[config.mk]
export PLATFORM = sky130hd
export DESIGN_NAME = awu_mul
export DESIGN_NICKNAME = d
export VERILOG_FILES = /design/src/rtl/core/adam_weight_update_assert.svh /design/src/rtl/core/awu_pkg.sv /design/src/rtl/core/awu_mul.sv
export SDC_FILE = /design/constraint.sdc
export NUM_CORES = 2
export LEC_CHECK = 0
export BUFFER_PORTS_ARGS = -buffer_cell sky130_fd_sc_hd__buf_2
export CORE_MARGIN = 8
export CORE_UTILIZATION = 60
export CTS_BUF_LIST = sky130_fd_sc_hd__clkbuf_2
export CTS_CLUSTER_SIZE = 40
export DETAILED_ROUTE_END_ITERATION = 8
export PLACE_DENSITY = 0.77
export SKIP_LAST_GASP = 1
export SYNTH_ARGS = -nofsm -noshare
export SYNTH_HDL_FRONTEND = slang
export SYNTH_SLANG_ARGS = --single-unit
[constraint.sdc]
create_clock -name clk -period 18.7 [get_ports clk]
set_input_delay 2.805 -clock clk [delete_from_list [all_inputs] [get_ports clk]]
set_output_delay 2.805 -clock clk [all_outputs]
set_load 0.01 [all_outputs]
[src/rtl/core/adam_weight_update_assert.svh]
// ----------------------------------------------------------------------------
// Adam weight update - assertion macros
// Clocked on clk, switched off while rst is high.
// ----------------------------------------------------------------------------
`ifndef ADAM_WEIGHT_UPDATE_ASSERT_SVH
`define ADAM_WEIGHT_UPDATE_ASSERT_SVH

// same-cycle implication
`define AWU_ASSERT_NOW(lbl, pre, post) \
  lbl: assert property (@(posedge clk) disable iff (rst) (pre) |-> (post)) \
    else $error("adam_weight_update: check failed");

// next-cycle implication
`define AWU_ASSERT_NEXT(lbl, pre, post) \
  lbl: assert property (@(posedge clk) disable iff (rst) (pre) |=> (post)) \
    else $error("adam_weight_update: check failed");

`endif

[src/rtl/core/awu_pkg.sv]
// ----------------------------------------------------------------------------
// Adam weight update - shared package
// Register indices, datapath widths and the shift-subtract unit's types.
// ----------------------------------------------------------------------------
`default_nettype none

package awu_pkg;

  localparam int unsigned CFG_IDX_W  = 2;
  localparam int unsigned CFG_DATA_W = 32;

  localparam logic [CFG_IDX_W-1:0] REG_DECAY_FIRST   = 2'd0;
  localparam logic [CFG_IDX_W-1:0] REG_DECAY_SECOND  = 2'd1;
  localparam logic [CFG_IDX_W-1:0] REG_LEARNING_RATE = 2'd2;
  localparam logic [CFG_IDX_W-1:0] REG_STABILIZER    = 2'd3;

  localparam logic [15:0] DECAY_FIRST_RST   = 16'd58982;
  localparam logic [15:0] DECAY_SECOND_RST  = 16'd65470;
  localparam logic [31:0] LEARNING_RATE_RST = 32'd66;
  localparam logic [31:0] STABILIZER_RST    = 32'd429;

  // shared multiplier: signed 34 x 33
  localparam int unsigned MUL_A_W = 34;
  localparam int unsigned MUL_B_W = 33;
  localparam int unsigned MUL_P_W = 67;

  // shift-subtract unit
  localparam int unsigned NUM_W  = 80;
  localparam int unsigned DVS_W  = 58;
  localparam int unsigned QUO_W  = 64;
  localparam int unsigned STEP_W = 7;
  localparam logic [STEP_W-1:0] DIV_STEPS  = 7'd80;
  localparam logic [STEP_W-1:0] SQRT_STEPS = 7'd40;

  localparam logic [QUO_W-1:0] VHAT_CAP = 64'h4000_0000_0000_0000;
  localparam logic [QUO_W-1:0] STEP_CAP = 64'h0000_0100_0000_0000;

  typedef enum logic [0:0] {
    ITER_DIV  = 1'b0,
    ITER_SQRT = 1'b1
  } iter_mode_t;

  typedef struct packed {
    logic       start;
    iter_mode_t mode;
  } iter_ctl_t;

  typedef struct packed {
    logic done;
    logic ovf;
  } iter_sts_t;

endpackage

`default_nettype wire

[src/rtl/core/awu_mul.sv]
// ----------------------------------------------------------------------------
// Adam weight update - shared multiplier
// Signed 34 x 33 product, registered.
// ----------------------------------------------------------------------------
`default_nettype none

module awu_mul (
  input  wire                                 clk,
  input  wire signed [awu_pkg::MUL_A_W-1:0]   a,
  input  wire signed [awu_pkg::MUL_B_W-1:0]   b,
  output logic signed [awu_pkg::MUL_P_W-1:0]  prod
);

  always_ff @(posedge clk) begin
    prod <= a * b;
  end

endmodule

`default_nettype wire

=== Yosys cells after proc, flatten, opt, wreduce, memory -nomap -nowiden ===
Cells that the tools add are included.

* Register bits: 67
* Input bits: 68
* Output and inout bits: 67
* Word-level logic and storage cells: 2

* Multiply operators: 1

{| class="wikitable"
|+ Operators with widths
! cell !! count
|-
| $mul 34x33->67 || 1
|}

=== Longest topological paths before layout ===
* Depth after elaboration: 1
* Mapped depth: 30

=== Least setup slack after synthesis ===
Ideal clock, no wire load.

* Path type: input to register
* Start: in a[33] (netlist name)
* End: reg prod[63] (netlist name)
* Arrival time: 10.249 ns
* Data required time: 18.638 ns
* Slack: 8.389 ns
* Stages: 24
* Path buffers: 2
* Path through: clkbuf_1 > nand2_1 > inv_1 > fa_1 > fa_1 > fa_1 > inv_1 > fa_1 > fa_1 > fa_1 > fa_1 > fa_1 > inv_1 > ha_1 > clkbuf_1 > and3_1 > and2_1 > and4_1 > a2111oi_4 > o31ai_2 > a311oi_4 > o32ai_1 > or4_1 > nand3_1

* Word-level cells in the longest chain between the ends: 1

{| class="wikitable"
|+ Ends and longest elaborated chain
! what !! RTL line !! text
|-
| start, declared || awu_mul.sv:9 || <nowiki>input wire signed [awu_pkg::MUL_A_W-1:0] a,</nowiki>
|-
| $mul 34x33->67 || awu_mul.sv:15 || <nowiki>prod <= a * b;</nowiki>
|-
| end signal, assigned || awu_mul.sv:15 ||
|-
| end, declared || awu_mul.sv:11 || <nowiki>output logic signed [awu_pkg::MUL_P_W-1:0] prod</nowiki>
|}

Every way passes these cells.

=== Worst setup path in the final report ===
Ends and elaborated chain as after synthesis.

==> flow_summary.json <==
{
  "htree_levels": 3,
  "synth_top_area_share": 0.570,
  "numCtsBuffers": 9,
  "grt-ovfl-total": 0,
  "gp_congestion": 0.967,
  "tns_ns": 0,
  "yosys_warnings": 0,
  "drv_cap": 0,
  "syn_inst": 4398,
  "worstMarginPinSlew_ns": 1.03,
  "hp-class": "in -> reg",
  "ys.flop_type": "dfxtp_1",
  "whs_endpoint": "prod[0]$_DFF_P_",
  "netlist_area_sq_um": 41300,
  "rsz0062_at_grt": "no",
  "worstPathArrival_ns": 11.71,
  "num_vias": 29000,
  "ys_seq_area_frac": 0.0325,
  "grt_pass1_vias": 32400,
  "antenna_left": 0,
  "synth-edff-count": 0,
  "top_regs": "prod x67",
  "post_drt_via_cell_ratio": 5.55,
  "place_hpwl_mm": 84.5,
  "cp.required_ns": 19.42,
  "start_kind": "primary input",
  "final_nets": 5793,
  "synth-seq-cells": 67,
  "post_cts_resized": 0,
  "finalCritPeriodShare": 0.588,
  "firstDrtPassIters": 5,
  "io_pins": 135,
  "die_x_um": 278,
  "start_util": 0.604,
  "syn_avg_cell_area_sq_um": 9.39,
  "final_cell_mix": "fa_1, inv_1, nand2_1, and2_1, ha_1",
  "critPathMaxFanout": 33,
  "end_kind": "flop",
  "drc": 0,
  "slew_viol_final": 0,
  "final_common_cell": "fa_1",
  "min_path_cells": 2,
  "row_count": 96,
  "clock_sinks": 67,
  "antenna_found_initial": 4,
  "hold_viol": 0,
  "synth_area_leaders": "fa_1, inv_1, and2_1",
  "grt_max_degree": 35,
  "core_sq_um": 68300,
  "drt-wirelength-per-cell_um": 20.4,
  "clk_path_buf_depth": 2,
  "clk_pin_slew_worst_paths_ns": 0.29,
  "hp-start": "b[0]",
  "largest_reg_flops": 67,
  "gr-usage-all-layers": 0.289,
  "synth_largest_area_cell": "fa_1",
  "criticalPathCategory": "in -> reg",
  "die-area_sq_um": 77500,
  "root_buffer": "clkbuf_2",
  "cts_hold_buf": 0,
  "port_buffers": 134,
  "syn_nets": 5861,
  "die_h_um": 278,
  "cts_tree": "built",
  "wl_mm": 106,
  "top_register": "prod",
  "relSlewSlack": 0.310,
  "fmax_mhz": 91.0,
  "synth_cell_types": 63,
  "setup_viol": 0,
  "drive_above_1_share": 0.0448,
  "cts_setup_buffers": 0,
  "finalCriticalPeriod_ns": 10.99,
  "synth-async-reset-ratio": 0,
  "drt_iter0_drc": 1898,
  "grt_pass1_wl_mm": 175,
  "area_delta_synth_final_pct": 2.77,
  "status": "finished clean"
}
[kinds of logic after synthesis]
kind of cell | count (synthesis) | share of synthesized area
AO/OA/AOI/OAI | 204 | 0.0357
XOR/XNOR | 71 | 0.0151
adder cells (fa/ha/maj) | 1395 | 0.636
buffers and inverters | 1398 | 0.127
flip-flops | 67 | 0.0325
multiplexers | 3 | 0.000757
AND/OR/NAND/NOR | 1260 | 0.152
[Yosys cell counts (11+ instances only)]
master,number
a21o_1,34
a21oi_1,62
and2_1,551
clkbuf_1,228
dfxtp_1,67
fa_1,1176
ha_1,219
inv_1,1165
nand2_1,578
nand2b_1,13
nand4_1,11
nor2_1,59
nor3_1,11
o21ai_0,30
o21bai_1,13
xnor2_1,54
xor2_1,17
[routing by layer]
layer	up-vias	GRT usage	wire, um
li1	12300	-	-
met1	15100	0.359	39700
met2	1283	0.478	51800
met3	325	0.0476	7760
met4	2	0.170	7120
met5	-	0	13
[worst max-delay path: stages]
cell and delay, ns:
buf_2 0.53, nand2_1 0.20, inv_1 0.17, fa_1 0.53, fa_1 0.58, fa_1 0.52, buf_4 0.24, inv_1 0.19
fa_1 0.46, inv_1 0.10, fa_1 0.42, fa_1 0.49, fa_1 0.52, inv_1 0.05, fa_1 0.48, inv_1 0.04
ha_1 0.39, a21oi_1 0.32, o21ai_0 0.34, a2111oi_4 0.83, o31ai_2 0.21, a311oi_4 0.54, o32ai_1 0.20, or4_1 0.42
nand3_1 0.08
[layout make-up]
| cell class | count | area, sq um |
|---|---|---|
| fillers | 5581 | 25900 |
| clock buffers | 9 | 45.0 |
| repair buffers | 153 | 813 |
| clock inverters | 7 | 45.0 |
| flip-flops and latches | 67 | 1340 |
| inverters | 1166 | 4380 |
| well taps | 882 | 1100 |
| multi-input cells | 2933 | 34700 |
| diodes | 5 | 12.5 |
[through the flow]
stage          std cells  area (sq um)  hold WS [ns]  setup WS (ns)  utilization
6_report            5222         42400          2.55           7.71        0.621
5_1_grt             5219         42400          2.49           7.49        0.621
4_1_cts             5217         42400          2.45           7.90        0.621
3_5_place_dp        5201         42300          3.20           7.02        0.619
3_3_place_gp        5201         42300          3.20           7.19        0.619
2_1_floorplan       4398         41300          2.93           8.39            -
[worst max-delay path by stage]
stage               startpoint                to  slack, ns  cells past startpoint
floorplan                a[33]  prod[63]$_DFF_P_       8.39                     24
global placement         a[33]  prod[63]$_DFF_P_       7.19                     24
detailed placement       a[33]  prod[63]$_DFF_P_       7.02                     24
CTS                      a[33]  prod[63]$_DFF_P_       7.90                     24
global route             a[33]  prod[63]$_DFF_P_       7.49                     25
finish                   a[33]  prod[63]$_DFF_P_       7.71                     25
Power is left out: the tool's default activity adds up to more than one toggle a clock period on the data nets, which glitch-free logic cannot reach.
