--- config.mk ---
export PLATFORM = sky130hd
export DESIGN_NAME = awu_iter
export DESIGN_NICKNAME = d
export VERILOG_FILES = /design/src/rtl/core/adam_weight_update_assert.svh /design/src/rtl/core/awu_pkg.sv /design/src/rtl/core/awu_iter.sv
export SDC_FILE = /design/constraint.sdc
export NUM_CORES = 1
export LEC_CHECK = 0
export CORE_UTILIZATION = 59
export DETAILED_ROUTE_END_ITERATION = 8
export DONT_BUFFER_PORTS = 1
export PLACE_DENSITY = 0.81
export SLEW_MARGIN = 5
export SYNTH_ARGS = -nofsm -noshare
export SYNTH_HDL_FRONTEND = slang
export SYNTH_SLANG_ARGS = --single-unit
--- constraint.sdc ---
create_clock -name clk -period 3.9 [get_ports clk]
set_input_delay 0.585 -clock clk [delete_from_list [all_inputs] [get_ports clk]]
set_output_delay 0.585 -clock clk [all_outputs]
set_load 0.03 [all_outputs]
--- src/rtl/core/adam_weight_update_assert.svh ---
// ----------------------------------------------------------------------------
// Adam weight update - assertion macros
// Clocked on clk, switched off while rst is high.
// ----------------------------------------------------------------------------
`ifndef ADAM_WEIGHT_UPDATE_ASSERT_SVH
`define ADAM_WEIGHT_UPDATE_ASSERT_SVH

// same-cycle implication
`define AWU_ASSERT_NOW(lbl, pre, post) \
  lbl: assert property (@(posedge clk) disable iff (rst) (pre) |-> (post)) \
    else $error("adam_weight_update: check failed");

// next-cycle implication
`define AWU_ASSERT_NEXT(lbl, pre, post) \
  lbl: assert property (@(posedge clk) disable iff (rst) (pre) |=> (post)) \
    else $error("adam_weight_update: check failed");

`endif

--- src/rtl/core/awu_pkg.sv ---
// ----------------------------------------------------------------------------
// Adam weight update - shared package
// Register indices, datapath widths and the shift-subtract unit's types.
// ----------------------------------------------------------------------------
`default_nettype none

package awu_pkg;

  localparam int unsigned CFG_IDX_W  = 2;
  localparam int unsigned CFG_DATA_W = 32;

  localparam logic [CFG_IDX_W-1:0] REG_DECAY_FIRST   = 2'd0;
  localparam logic [CFG_IDX_W-1:0] REG_DECAY_SECOND  = 2'd1;
  localparam logic [CFG_IDX_W-1:0] REG_LEARNING_RATE = 2'd2;
  localparam logic [CFG_IDX_W-1:0] REG_STABILIZER    = 2'd3;

  localparam logic [15:0] DECAY_FIRST_RST   = 16'd58982;
  localparam logic [15:0] DECAY_SECOND_RST  = 16'd65470;
  localparam logic [31:0] LEARNING_RATE_RST = 32'd66;
  localparam logic [31:0] STABILIZER_RST    = 32'd429;

  // shared multiplier: signed 34 x 33
  localparam int unsigned MUL_A_W = 34;
  localparam int unsigned MUL_B_W = 33;
  localparam int unsigned MUL_P_W = 67;

  // shift-subtract unit
  localparam int unsigned NUM_W  = 80;
  localparam int unsigned DVS_W  = 58;
  localparam int unsigned QUO_W  = 64;
  localparam int unsigned STEP_W = 7;
  localparam logic [STEP_W-1:0] DIV_STEPS  = 7'd80;
  localparam logic [STEP_W-1:0] SQRT_STEPS = 7'd40;

  localparam logic [QUO_W-1:0] VHAT_CAP = 64'h4000_0000_0000_0000;
  localparam logic [QUO_W-1:0] STEP_CAP = 64'h0000_0100_0000_0000;

  typedef enum logic [0:0] {
    ITER_DIV  = 1'b0,
    ITER_SQRT = 1'b1
  } iter_mode_t;

  typedef struct packed {
    logic       start;
    iter_mode_t mode;
  } iter_ctl_t;

  typedef struct packed {
    logic done;
    logic ovf;
  } iter_sts_t;

endpackage

`default_nettype wire

--- src/rtl/core/awu_iter.sv ---
// ----------------------------------------------------------------------------
// Adam weight update - shift-subtract unit
// Restoring division (one quotient bit a cycle) or integer square root
// (one root bit a cycle) through one shared compare-and-subtract.
// ----------------------------------------------------------------------------
`default_nettype none

module awu_iter (
  input  wire                              clk,
  input  wire                              rst,
  input  wire awu_pkg::iter_ctl_t          ctl,
  input  wire [awu_pkg::NUM_W-1:0]         num,
  input  wire [awu_pkg::DVS_W-1:0]         dvs,
  output logic [awu_pkg::QUO_W-1:0]        quo,
  output awu_pkg::iter_sts_t               sts
);

  localparam int unsigned NW = awu_pkg::NUM_W;
  localparam int unsigned DW = awu_pkg::DVS_W;
  localparam int unsigned QW = awu_pkg::QUO_W;

  logic                        busy_i;
  logic                        done_r;
  logic [awu_pkg::STEP_W-1:0]  cnt;
  logic [NW-1:0]               nr;
  logic [DW-1:0]               rem;
  logic [QW-1:0]               q;
  logic                        sticky;
  awu_pkg::iter_mode_t         mode_r;

  logic [DW:0]   cand;
  logic [DW:0]   deff;
  logic [DW+1:0] diff;
  logic          ge;

  always_comb begin
    if (mode_r == awu_pkg::ITER_SQRT) begin
      // bring down two radicand bits, trial is 4*root + 1
      cand = {rem[DW-2:0], nr[NW-1 -: 2]};
      deff = {q[DW-2:0], 2'b01};
    end else begin
      cand = {rem, nr[NW-1]};
      deff = {1'b0, dvs};
    end
    diff = {1'b0, cand} - {1'b0, deff};
    ge   = ~diff[DW+1];
  end

  always_ff @(posedge clk) begin
    if (rst) begin
      busy_i <= 1'b0;
      done_r <= 1'b0;
      cnt    <= '0;
    end else begin
      done_r <= 1'b0;
      if (ctl.start) begin
        busy_i <= 1'b1;
        cnt    <= (ctl.mode == awu_pkg::ITER_SQRT) ? awu_pkg::SQRT_STEPS
                                                   : awu_pkg::DIV_STEPS;
      end else if (busy_i) begin
        cnt <= cnt - 1'b1;
        if (cnt == awu_pkg::STEP_W'(1)) begin
          busy_i <= 1'b0;
          done_r <= 1'b1;
        end
      end
    end
  end

  always_ff @(posedge clk) begin
    if (ctl.start) begin
      nr     <= num;
      rem    <= '0;
      q      <= '0;
      sticky <= 1'b0;
      mode_r <= ctl.mode;
    end else if (busy_i) begin
      nr     <= (mode_r == awu_pkg::ITER_SQRT) ? {nr[NW-3:0], 2'b00} : {nr[NW-2:0], 1'b0};
      rem    <= ge ? diff[DW-1:0] : cand[DW-1:0];
      q      <= {q[QW-2:0], ge};
      // quotient bits pushed off the top mean the result is past any cap
      sticky <= sticky | q[QW-1];
    end
  end

  assign quo      = q;
  assign sts.done = done_r;
  assign sts.ovf  = sticky;

endmodule

`default_nettype wire

* Word level (Yosys, flattened, before mapping)
Index checks and enable logic that the tools add are counted.
Widths: inputs -> output; s select.
** Storage, ports and cells
- Flip-flop bits (word level) :: 213
- Output and inout port bits :: 66
- Word-level logic and storage cells :: 29
** Operators by class
- $add $sub $neg :: 2
- Equal/unequal tests :: 1
- Muxes and demuxes :: 13
- Bitwise operators :: 3
- Reduce and logical (&&, ||, !) cells :: 2
** Operators with widths (number)
- $mux 80 :: 3
- $mux 59 :: 2
- $sub 59x59->60 :: 1
- $mux 58 :: 1
- $mux 7 :: 3
- $eq 7x1->1 const B :: 1
- $sub 7x1->7 const B :: 1
- $mux 1 :: 4
- $reduce_or 3->1 :: 1
- $not 1->1 :: 2
- $reduce_bool 2->1 :: 1
- $or 1x1->1 :: 1

* Logic depth before layout (Yosys ltp)
- Depth after elaboration :: 4
- Depth in mapped cells :: 19
- Depth with buffers taken out :: 13

* Least setup slack after synthesis
OpenSTA, ideal clock, no wires.
- Path kind :: reg2reg
- From :: register mode_r
- To :: register rem[12]
- Setup time :: 131 ps
- Data arrival time :: 4179 ps
- Data required time :: 3769 ps
- Slack :: -410 ps
- Cell stages (with the launch flop) :: 19
- Path through :: edfxtp_1 clkbuf_1 buf_1 buf_1 clkbuf_1 mux2i_1 ha_1 buf_2 a21oi_1 nand2_1 a221oi_2 o221ai_1 o21ai_1 o211ai_2 o221ai_2 buf_6 buf_2 mux2i_1 o22ai_1
** Between the ends
- Word-level cells in the longest chain between the ends :: 3
- Elaborated cells between the ends (all ways) :: 4
** RTL lines
- start, declared :: line awu_iter.sv:29 : awu_pkg::iter_mode_t mode_r;
- start signal, assigned :: line awu_iter.sv:76 : mode_r <= ctl.mode;
- $mux 59 :: line awu_iter.sv:37 : if (mode_r == awu_pkg::ITER_SQRT) begin
- $sub 59x59->60 :: line awu_iter.sv:45 : diff = {1'b0, cand} - {1'b0, deff};
- $mux 58 * :: line awu_iter.sv:79 : rem <= ge ? diff[DW-1:0] : cand[DW-1:0];
- end signal, assigned :: line awu_iter.sv:79
- end, declared :: line awu_iter.sv:26 : logic [DW-1:0] rem;
Every way passes the cells marked *; elsewhere a longest branch is shown, timed or not.
A chain may end at the register's enable or synchronous reset.

* Worst setup path after layout
- From :: register mode_r
- To :: register rem[50]
Same word-level chain as after synthesis.

==> results.sh <==
export IMPL_worstPathCellList="buf_4, clkbuf_16, or2_2, ha_1, fa_1, nor2b_2, o2111ai_2, a21oi_2, o41ai_4, and4_1, nor3_4, nor2_1, o31ai_1, xnor2_1, o21ai_0"
export IMPL_worst_slew_pin_slew_ns=0.840
export IMPL_cts_tree="built"
export IMPL_drtIter0Drc=1003
export IMPL_maxSlewViolCount=0
export IMPL_synth_cell_types=81
export IMPL_synth_most_common_cell="mux2i_1"
export IMPL_grt_pass1_vias=10443
export IMPL_firstDrtPassIters=5
export IMPL_routedWlPerCell_um=18.3
export IMPL_path_clk_slew_ns=0.06
export IMPL_avgSynthCellArea_um2=9.22
export IMPL_worstPathMaxFanout=16
export IMPL_ant_nets=0
export IMPL_h_tree_depth=1
export IMPL_grt_pass1_wl_mm=51.3
export IMPL_fin_util=0.674
export IMPL_ctsLongestPathBuffers=3
export IMPL_power_w=0.00785
export IMPL_ir_drop_v=0.000336
export IMPL_die_x_um=156
export IMPL_critical_path_max_stage_delay_ns=0.41
export IMPL_cts_sinks=213
export IMPL_r2r_start="mode_r"
export IMPL_preCtsSetupSlack_ns=0.0210
export IMPL_clk_latency_ns=0.54
export IMPL_vias_per_cell=6.17
export IMPL_layout_drive_gt1_share=0.140
export IMPL_synth_area_top_cells="dfxtp_1, edfxtp_1, mux2i_1"
export IMPL_yosys_top_cells_count="mux2i_1, nor2_1, nand2_1"
export IMPL_yosysWarnings=0
export IMPL_start_kind="register"
export IMPL_coreArea_um2=22900
export IMPL_p_leak_nw=6.63
export IMPL_numCtsBuffers=26
export IMPL_num_vias=11367
export IMPL_endpoint_kind="register"
export IMPL_max_cap_violations=0
export IMPL_hold_violations=0
export IMPL_dieArea_um2=24300
export IMPL_yosys_area_top_type="dfxtp_1"
export IMPL_critPathRequiredTime_ns=4.31
export IMPL_seq_area_frac_synth=0.363
export IMPL_max_slew_margin_rel=0.440
export IMPL_grt_usage=0.257
export IMPL_syn_to_final_growth_pct=10.6
export IMPL_place_congestion=0.957
export IMPL_fin_skew_ns=0.0167
export IMPL_antenna_found_initial=2
export IMPL_fin_ws_ns=0.102
export IMPL_fmax_ghz=0.263
export IMPL_stdcell_count=1842
export IMPL_routed_wl_mm=33.6
export IMPL_row_count=55
export IMPL_syn_cell_area_um2=14000
export IMPL_holdCritPathClass="in2reg"
export IMPL_synth_edf_count=81
export IMPL_crit_type="reg2reg"
export IMPL_holdWs_ns=0.112
export IMPL_synth_ff_type="dfxtp_1"
export IMPL_fin_crit_sh=0.974
export IMPL_post_place_cells=1783
export IMPL_syn_nets=1719
export IMPL_ys_ff_latch=213
export IMPL_p_per_area_nw_per_um2=508
export IMPL_synth_top_area_share=0.189
export IMPL_io_buffers=0
export IMPL_nFillCells=1791
export IMPL_overflow=0
export IMPL_ios=208
export IMPL_grt_max_degree=266
export IMPL_nNetsFinal=1712
export IMPL_crit_slowest_cell="fa_1"
export IMPL_period_minus_slack_ns=3.80
export IMPL_die_height_um=156
export IMPL_initial_core_util=0.609
export IMPL_hold_path_startpoint="rst"
export IMPL_finalSetupViolations=0
export IMPL_critPathLaunch="mode_r"
export IMPL_drc=0
export IMPL_synthCells=1515
export IMPL_cts_root_buf="clkbuf_16"
export IMPL_cp_arrival_ns=4.20
export IMPL_place_hpwl_mm=22.9
export IMPL_status="finished, final reports clean"
export IMPL_synthArstFlopShare=0
## layer usage
layer  track usage  vias up  part of all wire
li1              -     5520                 -
met2         0.411      459              0.45
met3        0.0478       81             0.080
met4        0.0910        0             0.033
met1         0.348     5307              0.44
met5             0        -                 0
## registers in the layout, summed over array words and instances, names as in the netlist
signal,count
busy_i,1
cnt,7
done_r,1
mode_r,1
nr,80
quo,64
rem,58
sticky,1
## report_power, final
| group | switching (W) | internal, W |
|---|---|---|
| clock | 0.000953 | 0.00143 |
| combinational | 0.00159 | 0.00123 |
| sequential | 0.000128 | 0.00252 |
## placed cells by master, fill, tap and decap left out, types with 32 or more instances in the layout
cell type	instances
mux2_2	57
buf_4	66
nor2_1	171
o21ai_0	115
dfxtp_1	131
ha_1	61
clkbuf_16	32
nand2_1	146
a211oi_1	35
mux2i_1	204
edfxtp_1	81
a21oi_1	94
## metrics by stage
stage | TNS (ns) | cell area [um2]
2_1_floorplan | 0 | 14000
3_3_place_gp | 0 | 14300
3_5_place_dp | 0 | 14300
4_1_cts | -0.0147 | 15200
5_1_grt | -0.0434 | 15400
6_report | 0 | 15400
## what timing repair did
| action | 4_1_cts | 5_1_grt |
|---|---|---|
| hold endpoints to repair | 0 | 0 |
| resized for setup | 1 | 17 |
| hold buffers | 0 | 0 |
| setup buffers | 0 | 5 |
| gates cloned | 0 | 5 |
| pin swaps | 0 | 3 |
| setup endpoints to repair | 2 | 54 |
## worst paths after layout
path	end	slack, ns	depth (start not counted)
worst max register to register	rem[50]	0.10	15
worst min-delay path	busy_i	0.11	1
worst min register to register	rem[3]	0.48	2
worst max-delay path	rem[50]	0.10	15
## logic make-up after synthesis
group / synth area share
AO/OA/AOI/OAI: 0.178
adder cells (fa/ha/maj): 0.0561
flip-flops: 0.363
AND/OR/NAND/NOR: 0.125
buffers and inverters: 0.0479
XOR/XNOR: 0.0370
multiplexers: 0.193
## layout make-up
| cell class | instances | area [um2] | share of cell area |
|---|---|---|---|
| clock buffer | 39 | 767 | 0.0497 |
| antenna | 1 | 2.50 | 0.000162 |
| multi-input combinational | 1175 | 8320 | 0.539 |
| clock inverter | 9 | 88.8 | 0.00575 |
| tap | 313 | 392 | 0.0254 |
| timing repair buffer | 77 | 741 | 0.0480 |
| inverter | 15 | 56.3 | 0.00365 |
| sequential | 213 | 5080 | 0.329 |
## worst max-delay path, delay by kind of cell, from the launching register on
family / cells / cell delay, ns
AO/OA/AOI/OAI: 5 / 0.95
XOR/XNOR: 1 / 0.15
adder cells (fa/ha/maj): 2 / 0.62
buffers and inverters: 2 / 0.37
flip-flops: 1 / 0.39
AND/OR/NAND/NOR: 5 / 1.17
Power figures use the tool's default switching activity.
